### src/hdl/top_n_preference_select_top_defines.svh
// ----------------------------------------------------------------------------
// Top-N preference select: assertion macros
// Shared property macros for the concurrent checks in the top level.
// ----------------------------------------------------------------------------
`ifndef TOP_N_PREFERENCE_SELECT_TOP_DEFINES_SVH
`define TOP_N_PREFERENCE_SELECT_TOP_DEFINES_SVH

// Same-cycle implication, disabled during reset.
`define TNPS_ASSERT_IMP(label, ante, cons, msg) \
    label: assert property (@(posedge i_clk) disable iff (!i_rst_n) (ante) |-> (cons)) \
        else $error(msg);

// Next-cycle implication, disabled during reset.
`define TNPS_ASSERT_NXT(label, ante, cons, msg) \
    label: assert property (@(posedge i_clk) disable iff (!i_rst_n) (ante) |=> (cons)) \
        else $error(msg);

`endif

### src/hdl/tnps_pkg.sv
// ----------------------------------------------------------------------------
// Top-N preference select package
// Entry and control types shared by the selection cells and the top level.
// ----------------------------------------------------------------------------
`timescale 1ns / 1ps

package tnps_pkg;

    localparam int VALUE_W = 16;
    localparam int INDEX_W = 8;

    typedef enum logic [1:0] {
        CELL_HOLD   = 2'd0,
        CELL_INSERT = 2'd1,
        CELL_SHIFT  = 2'd2,
        CELL_CLEAR  = 2'd3
    } t_cell_op;

    typedef struct packed {
        logic                      valid;
        logic signed [VALUE_W-1:0] value;
        logic [INDEX_W-1:0]        index;
    } t_entry;

    typedef struct packed {
        t_cell_op                  op;
        logic signed [VALUE_W-1:0] value;
        logic [INDEX_W-1:0]        index;
    } t_cell_ctrl;

endpackage

### src/hdl/top_n_preference_select_top.sv
// ----------------------------------------------------------------------------
// Top-N preference select: top level
// An item among the first MAX_CHOICES of a list is ranked at its accepting edge;
// once the last item is accepted, the report state is entered and the first slot
// is registered. One item per cycle in a list; the report then emits one slot per
// cycle while the output is not stalled, one per seat in use, and accepts no item.
// Reset clears the list, arrival count and report state and sets seats_in_use to 1.
// ----------------------------------------------------------------------------
`timescale 1ns / 1ps
`include "top_n_preference_select_top_defines.svh"

module top_n_preference_select_top
    import tnps_pkg::*;
#(
    parameter int MAX_SEATS   = 8,
    parameter int MAX_CHOICES = 256
) (
    input  logic        i_clk,
    input  logic        i_rst_n,
    // APB configuration port
    input  logic        psel,
    input  logic        penable,
    input  logic        pwrite,
    input  logic [2:0]  paddr,
    input  logic [31:0] pwdata,
    output logic [31:0] prdata,
    output logic        pready,
    // Input stream
    input  logic        s_axis_tvalid,
    output logic        s_axis_tready,
    input  logic [15:0] s_axis_tdata,   // [15:0] pref_value
    input  logic        s_axis_tlast,
    // Result stream
    output logic        m_axis_tvalid,
    input  logic        m_axis_tready,
    output logic [23:0] m_axis_tdata,   // [7:0] choice_index, [23:8] rank_value
    output logic        m_axis_tuser,   // [0] slot_valid
    output logic        m_axis_tlast
);

    localparam int SW = $clog2(MAX_SEATS + 1);
    localparam int CW = $clog2(MAX_CHOICES + 1);

    typedef enum logic [1:0] {
        ST_IDLE   = 2'b01,
        ST_REPORT = 2'b10
    } t_state;

    t_state            r_state;
    t_state            n_state;
    logic [3:0]        r_seats;
    logic [CW-1:0]     r_cnt;
    logic [SW-1:0]     r_slot;
    logic              r_out_valid;
    t_entry            r_out;
    logic              r_out_last;

    logic [SW-1:0]     w_seats;
    logic              w_room;
    logic              w_in_acc;
    logic              w_load;
    logic              w_final;
    t_cell_ctrl        w_ctrl;
    t_entry            w_ent [MAX_SEATS];
    logic              w_ge [MAX_SEATS];
    logic [MAX_SEATS-1:0] w_valid;
    logic [MAX_SEATS:0]   w_valid_inc;

    // Configuration
    assign pready = 1'b1;

    always_ff @(posedge i_clk) begin
        if (!i_rst_n) begin
            r_seats <= 4'd1;
        end else if (psel && penable && pwrite && !paddr[2]) begin
            r_seats <= pwdata[3:0];
        end
    end

    assign prdata = paddr[2] ? 32'd0 : {28'd0, r_seats};

    always_comb begin
        if (r_seats == 4'd0) begin
            w_seats = SW'(1);
        end else if (32'(r_seats) > MAX_SEATS) begin
            w_seats = SW'(MAX_SEATS);
        end else begin
            w_seats = SW'(r_seats);
        end
    end

    // Handshakes and sequencing
    assign s_axis_tready = (r_state == ST_IDLE);
    assign w_in_acc      = s_axis_tvalid && s_axis_tready;
    assign w_room        = r_cnt < CW'(MAX_CHOICES);
    assign w_load        = (r_state == ST_REPORT) && (!r_out_valid || m_axis_tready);
    assign w_final       = (SW'(r_slot + 1'b1) == w_seats);

    always_comb begin
        w_ctrl.op    = CELL_HOLD;
        w_ctrl.value = $signed(s_axis_tdata[15:0]);
        w_ctrl.index = INDEX_W'(r_cnt);
        n_state      = r_state;
        unique case (r_state)
            ST_IDLE: begin
                if (w_in_acc) begin
                    if (w_room) begin
                        w_ctrl.op = CELL_INSERT;
                    end
                    if (s_axis_tlast) begin
                        n_state = ST_REPORT;
                    end
                end
            end
            ST_REPORT: begin
                if (w_load) begin
                    w_ctrl.op = w_final ? CELL_CLEAR : CELL_SHIFT;
                    if (w_final) begin
                        n_state = ST_IDLE;
                    end
                end
            end
            default: begin
                n_state = ST_IDLE;
            end
        endcase
    end

    always_ff @(posedge i_clk) begin
        if (!i_rst_n) begin
            r_state     <= ST_IDLE;
            r_cnt       <= '0;
            r_slot      <= '0;
            r_out_valid <= 1'b0;
        end else begin
            r_state <= n_state;
            if (w_in_acc) begin
                if (s_axis_tlast) begin
                    r_cnt <= '0;
                end else if (w_room) begin
                    r_cnt <= CW'(r_cnt + 1'b1);
                end
            end
            if (w_load) begin
                r_slot      <= w_final ? '0 : SW'(r_slot + 1'b1);
                r_out_valid <= 1'b1;
            end else if (m_axis_tready) begin
                r_out_valid <= 1'b0;
            end
        end
    end

    always_ff @(posedge i_clk) begin
        if (w_load) begin
            r_out      <= w_ent[0];
            r_out_last <= w_final;
        end
    end

    assign m_axis_tvalid = r_out_valid;
    assign m_axis_tuser  = r_out.valid;
    assign m_axis_tlast  = r_out_last;
    assign m_axis_tdata  = r_out.valid ? {r_out.value, r_out.index} : 24'd0;

    // Ranking chain
    for (genvar k = 0; k < MAX_SEATS; k++) begin : g_cell
        logic   w_en;
        logic   w_left_ge;
        t_entry w_left;
        t_entry w_right;

        assign w_en = (SW'(k) < w_seats);

        if (k == 0) begin : g_head
            assign w_left_ge = 1'b1;
            assign w_left    = '0;
        end else begin : g_body
            assign w_left_ge = w_ge[k-1];
            assign w_left    = w_ent[k-1];
        end

        if (k == MAX_SEATS - 1) begin : g_tail
            assign w_right = '0;
        end else begin : g_inner
            assign w_right = w_ent[k+1];
        end

        tnps_cell u_cell (
            .i_clk     (i_clk),
            .i_rst_n   (i_rst_n),
            .i_ctrl    (w_ctrl),
            .i_en      (w_en),
            .i_left    (w_left),
            .i_left_ge (w_left_ge),
            .i_right   (w_right),
            .o_entry   (w_ent[k]),
            .o_ge      (w_ge[k])
        );

        assign w_valid[k] = w_ent[k].valid;
    end

    assign w_valid_inc = {1'b0, w_valid} + (MAX_SEATS + 1)'(1);

    // Checks
    `TNPS_ASSERT_NXT(a_last_starts_report, w_in_acc && s_axis_tlast, (r_state == ST_REPORT) && (r_cnt == '0), "Last transaction did not start a report.")
    `TNPS_ASSERT_NXT(a_final_slot_marked, w_load && w_final, m_axis_tvalid && m_axis_tlast, "Final rank slot left without last mark.")
    `TNPS_ASSERT_IMP(a_valid_prefix, 1'b1, $onehot(w_valid_inc), "Valid rank slots are not contiguous from the head.")

endmodule

### src/hdl/tnps_cell.sv
// ----------------------------------------------------------------------------
// Top-N preference select: ranking cell
// Holds one rank slot. Insert keeps its entry, takes the new value or the
// left neighbor's, or clears if disabled; report takes the right or clears.
// ----------------------------------------------------------------------------
`timescale 1ns / 1ps

module tnps_cell
    import tnps_pkg::*;
(
    input  logic       i_clk,
    input  logic       i_rst_n,
    input  t_cell_ctrl i_ctrl,
    input  logic       i_en,
    input  t_entry     i_left,
    input  logic       i_left_ge,
    input  t_entry     i_right,
    output t_entry     o_entry,
    output logic       o_ge
);

    logic                      r_valid;
    logic signed [VALUE_W-1:0] r_value;
    logic [INDEX_W-1:0]        r_index;
    logic                      n_valid;
    logic signed [VALUE_W-1:0] n_value;
    logic [INDEX_W-1:0]        n_index;

    assign o_ge    = i_en && r_valid && (r_value >= i_ctrl.value);
    assign o_entry = '{valid: r_valid, value: r_value, index: r_index};

    always_comb begin
        n_valid = r_valid;
        n_value = r_value;
        n_index = r_index;
        unique case (i_ctrl.op)
            CELL_HOLD: begin
            end
            CELL_INSERT: begin
                if (!i_en) begin
                    n_valid = 1'b0;
                end else if (o_ge) begin
                    n_valid = r_valid;
                end else if (i_left_ge) begin
                    n_valid = 1'b1;
                    n_value = i_ctrl.value;
                    n_index = i_ctrl.index;
                end else begin
                    n_valid = i_left.valid;
                    n_value = i_left.value;
                    n_index = i_left.index;
                end
            end
            CELL_SHIFT: begin
                n_valid = i_right.valid;
                n_value = i_right.value;
                n_index = i_right.index;
            end
            CELL_CLEAR: begin
                n_valid = 1'b0;
            end
            default: begin
            end
        endcase
    end

    always_ff @(posedge i_clk) begin
        if (!i_rst_n) begin
            r_valid <= 1'b0;
        end else begin
            r_valid <= n_valid;
        end
    end

    always_ff @(posedge i_clk) begin
        r_value <= n_value;
        r_index <= n_index;
    end

endmodule
### config.mk
export PLATFORM = sky130hd
export DESIGN_NAME = top_n_preference_select_top
export DESIGN_NICKNAME = d
export VERILOG_FILES = /design/src/hdl/tnps_pkg.sv /design/src/hdl/top_n_preference_select_top.sv /design/src/hdl/tnps_cell.sv
export VERILOG_INCLUDE_DIRS = /design/src /design/src/hdl
export SDC_FILE = /design/constraint.sdc
export NUM_CORES = 1
export LEC_CHECK = 0
export BUFFER_PORTS_ARGS = -buffer_cell sky130_fd_sc_hd__buf_4
export CAP_MARGIN = 5
export CORE_MARGIN = 3
export CORE_UTILIZATION = 66
export DETAILED_ROUTE_END_ITERATION = 6
export PLACE_DENSITY_LB_ADDON = 0.25
export SLEW_MARGIN = 20
export SYNTH_ARGS = -nofsm -noshare
export SYNTH_HDL_FRONTEND = slang
export SYNTH_SLANG_ARGS = --single-unit
### constraint.sdc
create_clock -name i_clk -period 10.8 [get_ports i_clk]
set_input_delay 0.54 -clock i_clk [delete_from_list [all_inputs] [get_ports i_clk]]
set_output_delay 0.54 -clock i_clk [all_outputs]
set_load 0.01 [all_outputs]
Word level (Yosys, flattened, before mapping)
Cells that the tools add are included.
{"block": "op_classes", "add_sub_neg": 2, "order_cmp": 18, "n_eq_ne": 34, "n_mux": 112, "reduce_logical": 49}
{"cell": "$mux 16", "n": 23}
{"cell": "$pmux 16 s2", "n": 8}
{"cell": "$mux 8", "n": 23}
{"cell": "$ge 16x16->1", "n": 8}
{"cell": "$pmux 8 s2", "n": 8}
{"cell": "$mux 1", "n": 28}
{"cell": "$mux 24", "n": 1}
{"cell": "$ne 3x3->1 const B", "n": 8}
{"cell": "$reduce_and 3->1", "n": 8}
{"cell": "$logic_and 1x1->1", "n": 21}
{"cell": "$pmux 1 s3", "n": 7}
{"cell": "$ne 2x1->1 const B", "n": 10}
{"cell": "$ne 2x2->1 const B", "n": 10}
{"cell": "$mux 9", "n": 2}
{"cell": "$reduce_and 2->1", "n": 9}
{"cell": "$lt 3x4->1 const A", "n": 4}
{"cell": "$mux 4", "n": 4}
{"cell": "$mux 2", "n": 5}
{"cell": "$add 9x1->9 const B", "n": 1}
{"cell": "$lt 9x9->1 const B", "n": 1}
{"cell": "$lt 1x4->1 const A", "n": 2}
{"cell": "$lt 2x4->1 const A", "n": 2}
{"cell": "$pmux 2 s2", "n": 2}
{"cell": "$reduce_bool 2->1", "n": 4}
{"cell": "other kinds (12)", "n": 16}
{"block": "word_totals", "regBits": 246, "elab_cells": 248}

Longest topological paths before layout
Gate-level depths: netlist of the first run.
{"block": "logic_depth", "word_depth": 11, "mapped_depth": 16, "mapped_depth_nobuf": 15}

Hierarchy
A second synthesis of the first run with hierarchy kept.
{"block": "hier_totals", "hier_cells": 1663, "area_unflattened_um2": 16251.8}
{"mod": "tnps_cell", "instances": 8, "cells_per_inst": 180, "area_per_inst_um2": 1737.9, "seq_area_each_um2": 740.7}
{"mod": "top_n_preference_select_top", "instances": 1, "cells_per_inst": 223, "area_per_inst_um2": 2348.5, "seq_area_each_um2": 1181.1}

Worst setup path after synthesis of the first run
OpenSTA, ideal clock, no wires.
{"block": "synth_path", "path_kind": "input -> register", "from": "in s_axis_tdata[1]", "to": "reg g_cell[4].u_cell.r_index[0], enable pin", "setup_ns": 0.405, "arrival_time_ns": 3.841, "required_time_ns": 10.395, "path_slack_ns": 6.554, "stages": 12, "n_path_buf": 3, "path_cell_list": "clkbuf_1 inv_1 ha_1 a21oi_1 o21ai_0 a2111oi_0 o211ai_1 o2111a_1 buf_2 buf_2 o21a_1 nor2_1"}
{"block": "synth_between", "elab_chain_len": 4}
{"item": "start: declaration", "line": "top_n_preference_select_top.sv:31", "rtl": "input logic [15:0] s_axis_tdata,"}
{"item": "$ge 16x16->1", "line": "tnps_cell.sv:29", "rtl": "assign o_ge = i_en && r_valid && (r_value >= i_ctrl.value);"}
{"item": "$logic_and 1x1->1", "line": "tnps_cell.sv:29"}
{"item": "$ne 2x2->1 (no line)"}
{"item": "$reduce_and 3->1 (no line)"}
{"item": "end signal: assignment", "line": "tnps_cell.sv:77", "rtl": "r_index <= n_index;"}
{"item": "end: declaration", "line": "tnps_cell.sv:24", "rtl": "logic [INDEX_W-1:0] r_index;"}
Every way passes these cells.
A chain may end at the register's enable or synchronous reset.

Worst setup path after layout of the first run
{"block": "layout_path", "from": "reg r_seats[1]", "to": "reg g_cell[7].u_cell.r_value[10], enable pin"}
{"block": "layout_between", "elab_chain_len": 10}
{"item": "start: declaration", "line": "top_n_preference_select_top.sv:51", "rtl": "logic [3:0] r_seats;"}
{"item": "start signal: assignment", "line": "top_n_preference_select_top.sv:76", "rtl": "r_seats <= pwdata[3:0];"}
{"item": "$gt 4x4->1", "line": "top_n_preference_select_top.sv:85", "rtl": "end else if (32'(r_seats) > MAX_SEATS) begin"}
{"item": "$mux 4", "line": "top_n_preference_select_top.sv:85"}
{"item": "$mux 4 *", "line": "top_n_preference_select_top.sv:83", "rtl": "if (r_seats == 4'd0) begin"}
{"item": "$eq 4x4->1", "line": "top_n_preference_select_top.sv:97", "rtl": "assign w_final = (SW'(r_slot + 1'b1) == w_seats);"}
{"item": "$mux 1", "line": "top_n_preference_select_top.sv:117", "rtl": "w_ctrl.op = w_final ? CELL_CLEAR : CELL_SHIFT;"}
{"item": "$mux 2", "line": "top_n_preference_select_top.sv:116", "rtl": "if (w_load) begin"}
{"item": "$pmux 2 s2", "line": "top_n_preference_select_top.sv:104", "rtl": "unique case (r_state)"}
{"item": "$eq 2x1->1 / $eq 2x2->1 (equally long branches)", "line": "tnps_cell.sv:36", "rtl": "unique case (i_ctrl.op)"}
{"item": "$ne 2x1->1 (no line) (tied with other cells)"}
{"item": "$reduce_and 3->1 (no line) *"}
{"item": "end signal: assignment", "line": "tnps_cell.sv:76", "rtl": "r_value <= n_value;"}
{"item": "end: declaration", "line": "tnps_cell.sv:23", "rtl": "logic signed [VALUE_W-1:0] r_value;"}
Mark *: on every way between the ends. The rest lies on a longest branch, timed or not.

==> summary.txt, run 1 <==
Outcome
  • Outcome: complete, but fails checks
  • Failing checks: design-rule violations

Min path
  • Worst-case hold path end point: r_seats[0]$_SDFFE_PN1P_
  • Cells on Worst Hold Path: 3
  • Hold Startpoint: pwdata[0]
  • Worst hold path class: in2reg

GRT
  • First-pass GRT wire length: roughly 60 mm
  • Number of global-route vias before repair: 11130
  • Largest net degree at the start of global routing: ~310
  • Aggregate global-route resource usage: between 20% and 30%
  • GRT overflow: 0
  • Initial antenna violation count: 0

Route
  • 1st-iter DRT viols: ~1100
  • Residual DRC: 4
  • Drt total wl: about 36 mm
  • Routed length per instance: roughly 19 um
  • Drt pass-1 iters: 7
  • ANT nets after route: 0
  • Via/cell ratio: approximately 6.3
  • Via Count: approximately 12000

Timing
  • Final Max Tran Viols: 0
  • Final period util: a little under two fifths
  • Final WS setup: around 6700 ps
  • WHS: 233.0 ps
  • Max Clk Rate: 245.6 MHz
  • Clock Skews: roughly 8.3 ps
  • Setup TNS: 0 ps
  • Slew margin rel.: 36.26%
  • Slew @ Worst Pin: around 960 ps
  • Min Tclk post-route: approximately 4100 ps
  • Hold Violations, Final: 0
  • Finish-stage setup viols: 0
  • RSZ-0062 raised after global routing: no

Final layout
  • Most frequent cells in the layout: edfxtp_1, a21oi_1, nand2_1
  • Final #Nets: 1714
  • # diodes: 0
  • Layout cells sized above 1: roughly 11%
  • Multi-input gate area: about 7800 um2
  • Fill cell count: between 1500 and 2000
  • Register area: 7107 um2
  • Syn-to-layout area delta: 8.472%
  • Most common cell after layout, fill and taps aside: edfxtp_1
  • Post-Layout Cell Count: roughly 1800

Logic synthesis
  • Post-synthesis cell area: between 15000 and 20000 um2
  • Ys flop type: edfxtp_1
  • Yosys cell types: between 60 and 70
  • Yosys warning count: 0
  • Syn_area_per_cell: 10.22 um2
  • Register area share after synthesis: 45.91%
  • EDFF count, synth: about 220
  • Cell count after synthesis: around 1500
  • #FFs+latches synth: 246
  • Post-synth ARST share: 0%

Clocking
  • CTS Sinks: ~250
  • Clock transition at path regs: approximately 60 ps
  • Post-CTS sizing: 0
  • # H-tree levels: 1
  • Post-CTS Hold Buffers: 0
  • CTS tree: yes
  • Root Driver: clkbuf_16
  • Post-CTS setup buffer count: 0
  • CTS buffer count: 26
  • Clock latency on the worst-skew pair: roughly 530 ps
  • Clock Path Buffers: 3

Floorplanning
  • Initial Util: between 60% and 70%
  • Die width: 159.1 um
  • # rows: 55
  • Die Height: approximately 160 um
  • # IOs: 120
  • Die Area: 25330 um2
  • Total core area: about 23000 um2

Place
  • Setup slack at placement: between 6000 and 7000 ps
  • # port buffers: 60
  • Gp weighted congestion: slightly below 0.9
  • Post-DP HPWL: around 26 mm
  • Placed insts: 1801

Setup path
  • RR Startpoint: r_seats[1]$_SDFFE_PN0P_
  • Critical path class: reg2reg
  • Crit-path max cell delay: around 610 ps
  • Crit Reg-Reg Endpoint: g_cell[7].u_cell.r_value[10]$_SDFFCE_PN0P_
  • Path depth of the worst reg2reg path: 9
  • CP Data Arrival Time: between 4000 and 5000 ps
  • Crit path top cell by count: o22ai_1
  • Critical Path, Cell by Cell: or3_1 -> a2111oi_0 -> o22ai_1 -> o22ai_1 -> nor2b_1 -> ha_1 -> nand2b_1 -> o22ai_2 -> buf_4
  • Crit path launch type: register
  • Setup slack, reg-to-reg: 6730 ps
  • Worst-path fanout max: 16
  • Critical path's top delay family: compound AO/OA/AOI/OAI gates
  • Capturing element type of the critical path: register
  • Critical Path RT: 11020 ps
  • Bufs and invs on worst path: 1
  • Slowest cell on crit path: or3_1

Power
  • Leakage power: ~6.5 nW
  • Power consumption: between 2 and 3 mW
  • Peak VDD IR: around 0.00010 V
  • Power Density: about 150 nW/um2

Run
  • Max-Cap Viols: 0
## metal layers
layer | vias to the layer above | GRT usage [%] | share of wire (%)
li1 | 5475 | - | -
met1 | 5489 | 41.54 | 44
met2 | 556 | 43.58 | 44
met3 | 57 | 3.564 | 9.2
met4 | 0 | 7.043 | 2.3
met5 | - | 0 | 0
## through the flow
stage,area (um2),util [%]
floorplan,15580,-
global placement,15970,69.88
detailed placement,15970,69.88
CTS,16750,73.34
global route,16790,73.49
finish,16790,73.49
## cells in the mapped netlist (10+ instances only)
cell type    n  area share, %
nand2b_1    12           0.48
a21o_1      26            1.3
nand3_1     21           0.68
dfxtp_1     28            3.6
nor3_1      10           0.32
mux2_4      10           0.97
edfxtp_1   218             42
o21ai_0     92            3.0
mux2i_1     77            5.0
a21oi_1    193            6.2
nand2_1    176            4.3
nand4_1     23           0.93
and2_1      29            1.2
buf_2       25           0.81
nor2_1      53            1.3
nor2b_1     92            3.7
ha_1       138             11
buf_4       29            1.4
mux2_2      40            2.9
inv_1       39           0.95
a31oi_1     11           0.44
clkbuf_1    64            1.6
## cell families after synthesis
kind of cell | after synthesis | synth area share [%]
other cells | 2 | 0.04852
buf+inv | 167 | 5.052
compound gates | 380 | 13.96
simple gates | 444 | 14.26
fa+ha+maj | 138 | 11.16
mux | 135 | 9.441
flops | 246 | 45.91
xor+xnor | 3 | 0.1698
## registers in the layout, indices dropped and copies added (netlist names)
register and flops:
r_out 24, r_cnt 9, g_cell.u_cell.r_value 128, g_cell.u_cell.r_valid 8
r_state 2, g_cell.u_cell.r_index 64, r_slot 4, r_seats 4
m_axis_tvalid 1, m_axis_tuser 1, m_axis_tlast 1
## area by class of cell
cell class | instances | share of cell area, %
multi-input combinational | 1129 | 46.22
sequential | 246 | 42.33
clock buffer | 38 | 4.330
timing repair buffer | 75 | 3.547
tap | 313 | 2.333
inverter | 39 | 0.8719
clock inverter | 9 | 0.3726
## worst max-delay path by stage
stage,start,end,slack [ps],depth (start not counted)
6_report,r_seats[1]$_SDFFE_PN0P_,g_cell[7].u_cell.r_value[10]$_SDFFCE_PN0P_,6730,9
3_3_place_gp,s_axis_tdata[15],g_cell[1].u_cell.r_value[3]$_DFFE_PP_,6690,11
5_1_grt,r_slot[0]$_SDFFE_PN0P_,g_cell[1].u_cell.r_valid$_SDFFE_PN0P_,6400,15
2_1_floorplan,s_axis_tdata[1],g_cell[4].u_cell.r_index[0]$_DFFE_PP_,6550,12
4_1_cts,r_slot[0]$_SDFFE_PN0P_,g_cell[7].u_cell.r_valid$_SDFFE_PN0P_,6720,15
3_5_place_dp,s_axis_tdata[9],g_cell[7].u_cell.r_value[8]$_SDFFCE_PN0P_,6590,12
## power by group
part	leakage, nW	total (mW)	switching, mW	internal, mW
registers	2.26	1.25	0.0740	1.17
logic	3.85	0.424	0.253	0.171
clock network	0.383	0.842	0.356	0.487
total	6.49	2.51	0.683	1.83
## worst min-delay path, cell delays in order
cell	delay, ps
buf_4	70
mux2i_1	50
nand2_1	60
Power figures use the tool's default switching activity.
==> run 2, diff against run 1 <==
--- a/config.mk
+++ b/config.mk
@@ -6,10 +6,11 @@
 export SDC_FILE = /design/constraint.sdc
 export NUM_CORES = 1
 export LEC_CHECK = 0
+export ABC_AREA = 1
 export BUFFER_PORTS_ARGS = -buffer_cell sky130_fd_sc_hd__buf_4
 export CAP_MARGIN = 5
 export CORE_MARGIN = 3
-export CORE_UTILIZATION = 66
+export CORE_UTILIZATION = 56
 export DETAILED_ROUTE_END_ITERATION = 6
 export PLACE_DENSITY_LB_ADDON = 0.25
 export SLEW_MARGIN = 20
==> constraint.sdc (replaced) <==
create_clock -name i_clk -period 3.6 [get_ports i_clk]
set_input_delay 0.18 -clock i_clk [delete_from_list [all_inputs] [get_ports i_clk]]
set_output_delay 0.18 -clock i_clk [all_outputs]
set_load 0.01 [all_outputs]
==> run 2 against run 1 <==
  * The run now ends clean
  * Synthesized cell count up 38%
  * Count of clock-buffer cells in the layout down 8
  * Cell count up 39%
  * Setup slack worse by 6400 ps
  * Highest routed layer unchanged
==> summary.txt, run 2 <==
Outcome
  • Outcome: completed

Timing
  • Final period util: 90.92% (+53 points)
  • RSZ-0062 raised after global routing: no
  • Finish-stage setup viols: 0 (unchanged)
  • Final Max Tran Viols: 0 (unchanged)
  • Slew margin rel.: 52.14% (+16 points)
  • Min Tclk post-route: 3273 ps (-798.0 ps)
  • Setup TNS: 0 ps (unchanged)
  • Clock Skews: 10.89 ps (+2.628 ps)
  • Slew @ Worst Pin: 717.8 ps (-238.3 ps)
  • Hold Violations, Final: 0 (unchanged)
  • Max Clk Rate: 305.5 MHz (+24%)

Power
  • Peak VDD IR: 0.0004195 V (+320%)
  • Leakage power: 8.834 nW (+36%)
  • Power Density: 853.6 nW/um2 (+470%)

Logic synthesis
  • Area contributors post-synth: edfxtp_1, nand2_1, ha_1, nand3_1, inv_1
  • Post-synth ARST share: 0% (unchanged)
  • EDFF count, synth: 218 (unchanged)
  • Ys flop type: edfxtp_1
  • #FFs+latches synth: 246 (unchanged)
  • Dominant cell by count in the synthesized netlist: nand2_1
  • Syn_area_per_cell: 7.760 um2 (-24%)
  • Synth area leader: edfxtp_1
  • Commonest cells post-synth: nand2_1, inv_1, edfxtp_1
  • Yosys warning count: 0 (unchanged)
  • Post-synthesis cell area: 16280 um2 (+5.2%)
  • Yosys cell types: 43 (-31%)
  • Cell count after synthesis: 2098 (+38%)
  • Post-synth top area share: 40.21% (-2.1 points)
  • Register area share after synthesis: 43.65% (-2.3 points)

Clocking
  • Post-CTS setup buffer count: 0 (unchanged)
  • Clock transition at path regs: 70 ps (about the same)
  • Post-CTS Hold Buffers: 26 (+26)
  • Clock latency on the worst-skew pair: 540 ps (about the same)
  • CTS tree: yes
  • Root Driver: clkbuf_16
  • Clock Path Buffers: 3 (unchanged)
  • # H-tree levels: 1 (unchanged)
  • Post-CTS sizing: 0 (unchanged)
  • CTS Sinks: 246 (unchanged)
  • CTS buffer count: 29 (+12%)

Final layout
  • Leading registers by flop count: g_cell.u_cell.r_value x128, g_cell.u_cell.r_index x64, r_out x24
  • Final #Nets: 2367 (+38%)
  • Biggest register: g_cell.u_cell.r_value
  • Largest register FFs: 128 (unchanged)
  • # diodes: 0 (unchanged)
  • Most common cell after layout, fill and taps aside: nand2_1
  • Most frequent cells in the layout: nand2_1, inv_1, edfxtp_1
  • Syn-to-layout area delta: 12.53%
  • Post-Layout Cell Count: 2568 (+39%)
  • Layout cells sized above 1: 8.082% (-3.3 points)

Route
  • ANT nets after route: 0 (unchanged)
  • Via/cell ratio: 5.306 (-15%)
  • Drt pass-1 iters: 5 (-2)
  • Residual DRC: 0 (-4)
  • Routed length per instance: 14.77 um (-24%)
  • Via Count: 13630 (+18%)
  • Drt total wl: 37.94 mm (+5.7%)
  • 1st-iter DRT viols: 1146 (+1.5%)

Run
  • Max-Cap Viols: 0 (unchanged)

Setup path
  • CP Data Arrival Time: 3710 ps (-580 ps)
  • Slowest cell on crit path: nor2_1
  • RR Startpoint: r_seats[3]$_SDFFE_PN0P_
  • WP depth: 17 (+8)
  • Worst Setup SP: r_seats[3]$_SDFFE_PN0P_
  • Critical path's top delay family: simple AND/OR/NAND/NOR gates
  • Crit path launch type: register
  • Capturing element type of the critical path: register
  • Bufs and invs on worst path: 2 (+1)
  • Crit-path max cell delay: 550 ps (-60 ps)
  • Worst-path fanout max: 10 (-6)
  • Critical path class: reg2reg
  • Critical Path, Cell by Cell: nor2_1 -> nand2_2 -> o21ai_0 -> xor2_1 -> nor2_1 -> nand2_1 -> inv_1 -> nand2_1 -> o21ai_0 -> inv_1 -> ha_4 -> nor2_1 -> nor3_1 -> a31oi_1 -> nand3_1 -> nand2_1 -> nor2_1
  • Critical Path RT: 4040 ps (-6980 ps)
  • Path depth of the worst reg2reg path: 17 (+8)
  • Crit path top cell by count: nor2_1

Floorplanning
  • # rows: 61 (+11%)
  • Die Height: 176.5 um (+11%)
  • Total core area: 28240 um2 (+24%)
  • Die width: 176.5 um (+11%)
  • Initial Util: 57.65% (-10 points)
  • # IOs: 120 (unchanged)
  • Die Area: 31150 um2 (+23%)

Place
  • # port buffers: 60 (unchanged)
  • Placed insts: 2491 (+38%)
  • Post-DP HPWL: 27.66 mm (+5.4%)
  • Gp weighted congestion: 0.8973 (+1.3%)

GRT
  • Initial antenna violation count: 0 (unchanged)
  • Largest net degree at the start of global routing: 173 (-45%)
  • GRT overflow: 0 (unchanged)
  • Aggregate global-route resource usage: 24.03% (-3.8 points)
  • First-pass GRT wire length: 62.35 mm (+6.7%)
  • Number of global-route vias before repair: 12730 (+14%)

Min path
  • Cells on Worst Hold Path: 5 (+2)
  • Worst hold path class: in2reg
  • Hold Startpoint: s_axis_tlast
run 2: cells by family (layout without fill, tap and decap cells):
family          count (synthesis)  count (layout)  share of synthesized area (%)
simple gates                 1116            1116                          28.34
compound gates                185             185                          6.210
buf+inv                       405             470                          10.82
flops                         246             246                          43.65
xor+xnor                        6               6                         0.3228
other cells                     2              29                        0.04613
fa+ha+maj                     138             138                          10.61
run 2: area by class of cell:
type / count / area, um2
timing repair buffer: 122 / 1044
multi-input combinational: 1474 / 7536
fill: 2415 / 9920
clock inverter: 21 / 312.8
sequential: 246 / 7108
inverter: 297 / 1117
clock buffer: 30 / 729.5
tap: 378 / 473.0
run 2: final timing paths:
| path | end | slack [ps] |
|---|---|---|
| min reg2reg | r_out[0]$_DFFE_PP_ | 450 |
| max reg2reg | g_cell[4].u_cell.r_valid$_SDFFE_PN0P_ | 330 |
| min | r_state[1]$_SDFFE_PN0P_ | 30 |
| max | g_cell[4].u_cell.r_valid$_SDFFE_PN0P_ | 330 |
run 2: worst min-delay path, cell delays in order:
cell     delay (ps)
buf_4           120
nand2_1          50
nand2_1          40
nand2_1          80
a21oi_1          60
run 2: stage by stage:
step	power, mW	hold WS (ps)	utilization, %	setup WS, ps	instance area [um2]
floorplan	10.45	310.4	-	241.8	16390
global placement	11.99	396.7	60.26	529.1	17020
detailed placement	12.31	415.7	60.26	435.4	17020
global route	16.83	64.29	64.87	20.29	18320
finish	15.64	30.77	64.87	326.7	18320
CTS	15.63	10.82	64.87	388.7	18320
run 2: per-layer routing:
| layer | share of wire, % | up-vias | global-route usage (%) |
|---|---|---|---|
| li1 | - | 6905 | - |
| met1 | 46 | 6164 | 34.76 |
| met2 | 45 | 503 | 39.06 |
| met3 | 7.0 | 54 | 2.538 |
| met4 | 1.7 | 0 | 5.925 |
| met5 | 0 | - | 0 |
run 2: report_power, final:
group / internal [mW] / leakage, nW / switching (mW)
combinational: 2.21 / 6.07 / 3.98
clock: 2.04 / 0.512 / 1.18
sequential: 5.30 / 2.26 / 0.932
==> run 3, diff against run 2 <==
--- a/config.mk
+++ b/config.mk
@@ -16,4 +16,5 @@
 export SLEW_MARGIN = 20
 export SYNTH_ARGS = -nofsm -noshare
 export SYNTH_HDL_FRONTEND = slang
+export SYNTH_HIERARCHICAL = 1
 export SYNTH_SLANG_ARGS = --single-unit
==> run 3 against run 2 <==
  * Power fell by 35%
  * Synthesized area grew 2.9%
  * Non-clock buffer count fell by 29
==> summary.txt, run 3 <==
Setup path
  • RR Startpoint: g_cell[6].u_cell/r_value[11]$_DFFE_PP_
  • Capturing element type of the critical path: register
  • Setup slack, reg-to-reg: 520 ps (+190 ps)
  • Slowest cell on crit path: inv_1
  • Worst-path fanout max: 26 (+16)
  • Crit path top cell by count: nand2_1
  • Crit Reg-Reg Endpoint: g_cell[7].u_cell/r_index[0]$_DFFE_PP_
  • Critical path class: reg2reg
  • CP Data Arrival Time: 3460 ps (-250 ps)
  • Crit-path max cell delay: 600 ps (+50 ps)
  • Crit path launch type: register
  • Critical Path RT: 3980 ps (-60 ps)
  • Critical Path, Cell by Cell: ha_1 -> nand2_1 -> inv_1 -> nand2_1 -> nand2_1 -> a21oi_1 -> nand3_2 -> nand2_1 -> nand3_2 -> nand2_2 -> inv_1 -> buf_4 -> inv_1 -> nand2_1 -> a21oi_1
  • Path depth of the worst reg2reg path: 15 (-2)

Route
  • ANT nets after route: 0 (unchanged)
  • Routed length per instance: 15.86 um (+7.3%)
  • Via/cell ratio: 5.480 (+3.3%)
  • Drt total wl: 41.52 mm (+9.4%)
  • Via Count: 14350 (+5.3%)
  • 1st-iter DRT viols: 1235 (+7.8%)
  • Residual DRC: 0 (unchanged)
  • Drt pass-1 iters: 6 (+1)

Clocking
  • Clock Path Buffers: 3 (unchanged)
  • # H-tree levels: 1 (unchanged)
  • CTS buffer count: 27 (-6.9%)
  • Clock latency on the worst-skew pair: 550 ps (about the same)
  • CTS tree: yes
  • CTS Sinks: 246 (unchanged)
  • Clock transition at path regs: 60 ps (about the same)
  • Root Driver: clkbuf_16

GRT
  • Initial antenna violation count: 0 (unchanged)
  • Number of global-route vias before repair: 14230 (+12%)
  • First-pass GRT wire length: 68.14 mm (+9.3%)
  • Aggregate global-route resource usage: 25.90% (+1.9 points)
  • GRT overflow: 0 (unchanged)
  • Largest net degree at the start of global routing: 35 (-80%)

Final layout
  • Largest register FFs: 128 (unchanged)
  • Register area: 7107 um2 (about the same)
  • Most common cell after layout, fill and taps aside: nand2_1
  • Final #Nets: 2404 (+1.6%)
  • Biggest register: g_cell.u_cell/r_value
  • Post-route cell area: 18600 um2 (+1.5%)
  • Fill cell count: 2492 (+3.2%)
  • # diodes: 0 (unchanged)
  • Leading registers by flop count: g_cell.u_cell/r_value x128, g_cell.u_cell/r_index x64, r_out x24
  • Syn-to-layout area delta: 11.01%
  • Layout cells sized above 1: 11.91% (+3.8 points)
  • Most frequent cells in the layout: nand2_1, a21oi_1, inv_1
  • Multi-input gate area: 8235 um2 (+9.3%)
  • Fin util: 63.93% (-0.95 points)

Place
  • Gp weighted congestion: 0.8523 (-5.0%)
  • Dpl cell area: 17630 um2 (+3.6%)
  • Post-DP HPWL: 30.70 mm (+11%)
  • # port buffers: 60 (unchanged)

Timing
  • RSZ-0062 raised after global routing: no
  • Hold Violations, Final: 0 (unchanged)
  • Min Tclk post-route: 3082 ps (-191.1 ps)
  • Final period util: 85.62% (-5.3 points)
  • Max Clk Rate: 324.4 MHz (+6.2%)
  • Final Max Tran Viols: 0 (unchanged)
  • Slew @ Worst Pin: 779.8 ps (+61.94 ps)
  • WHS: 68.96 ps (+38.20 ps)
  • Slew margin rel.: 48.02% (-4.1 points)
  • Clock Skews: 22.67 ps (+11.78 ps)
  • Finish-stage setup viols: 0 (unchanged)
  • Setup TNS: 0 ps (unchanged)

Logic synthesis
  • Post-synthesis cell area: 16750 um2 (+2.9%)
  • Yosys warning count: 6 (+6)
  • Cell count after synthesis: 2123 (+1.2%)
  • Syn_area_per_cell: 7.891 um2 (+1.7%)

Floorplanning
  • Die Area: 32030 um2 (+2.8%)
  • # rows: 62 (+1.6%)
  • Die width: 179.0 um (+1.4%)
  • Total core area: 29090 um2 (+3.0%)
  • Initial Util: 57.59% (-0.065 points)
  • Die Height: 179.0 um (+1.4%)
  • # IOs: 120 (unchanged)

Power
  • Combinational share of power: 29.9% (-9.7 points)
  • Clk pwr share: 28.1% (+7.5 points)
  • Power Density: 542.8 nW/um2 (-36%)
  • Power share of the sequential group: 42.0% (+2.1 points)
  • Leakage power: 8.818 nW (-0.19%)
  • Sw frac: 34.58% (-4.4 points)
  • Power consumption: 10.09 mW (-35%)
  • Sw Pwr: 3.491 mW (-43%)
  • Peak VDD IR: 0.0004687 V (+12%)
  • Int Pwr: 6.604 mW (-31%)

Min path
  • Hold Startpoint: s_axis_tvalid
  • Worst-case hold path end point: r_cnt[0]$_SDFFE_PN0P_
  • Cells on Worst Hold Path: 4 (-1)
  • Worst hold path class: in2reg

Run
  • Max-Cap Viols: 0 (unchanged)

Outcome
  • Outcome: completed
[run 3: power groups by stage]
stage	Sequential, mW	Clock [mW]	Combinational [mW]
finish	4.24	2.84	3.02
detailed placement	4.30	0	2.97
global route	4.29	2.97	3.44
global placement	4.29	0	2.81
floorplan	4.12	0	2.34
CTS	4.25	2.87	3.00
[run 3: worst max path at each step]
stage	startpoint	end	slack, ps	cells past startpoint
6_report	g_cell[6].u_cell/r_value[11]$_DFFE_PP_	g_cell[7].u_cell/r_index[0]$_DFFE_PP_	520	15
3_3_place_gp	r_slot[0]$_SDFFE_PN0P_	g_cell[3].u_cell/r_value[8]$_DFFE_PP_	300	15
4_1_cts	r_slot[0]$_SDFFE_PN0P_	g_cell[3].u_cell/r_value[3]$_DFFE_PP_	200	15
3_5_place_dp	r_slot[0]$_SDFFE_PN0P_	g_cell[3].u_cell/r_value[11]$_DFFE_PP_	240	15
2_1_floorplan	r_state[0]$_SDFFE_PN1P_	g_cell[0].u_cell/r_index[0]$_DFFE_PP_	130	10
5_1_grt	g_cell[6].u_cell/r_value[11]$_DFFE_PP_	g_cell[7].u_cell/r_index[0]$_DFFE_PP_	180	15
[run 3: layout make-up]
type                    count  area share, %
clock buffers              33          3.754
clock inverters            17         0.9958
inverters                 309          6.237
multi-input cells        1536          44.28
flip-flops and latches    246          38.22
well taps                 384          2.584
repair buffers             93          3.929
[run 3: through the flow]
step | std cells | worst slack [ps]
6_report | 2618 | 517.8
5_1_grt | 2618 | 179.9
4_1_cts | 2618 | 196.7
3_5_place_dp | 2560 | 236.1
3_3_place_gp | 2560 | 302.3
2_1_floorplan | 2204 | 127.9
[run 3: layer usage]
layer	wire length (um)	share of wire [%]	track usage (%)
met4	895	2.2	6.169
met1	17580	42	32.98
met2	21000	51	47.26
met5	0	0	0
met3	2042	4.9	2.690
[run 3: worst max-delay path: cells and delay by family, from the launching register on]
kind | cells | cell delay (ps)
AND/OR/NAND/NOR | 8 | 780
buffers and inverters | 4 | 900
flip-flops | 1 | 460
adder cells (fa/ha/maj) | 1 | 320
AO/OA/AOI/OAI | 2 | 460
[run 3: timing repair]
| item | CTS | global route |
|---|---|---|
| setup endpoints to repair | 0 | 24 |
| resized for setup | 0 | 1 |
| buffers inserted | 0 | 0 |
| endpoints found under the hold margin | 21 | 0 |
| hold buffers | 8 | 0 |
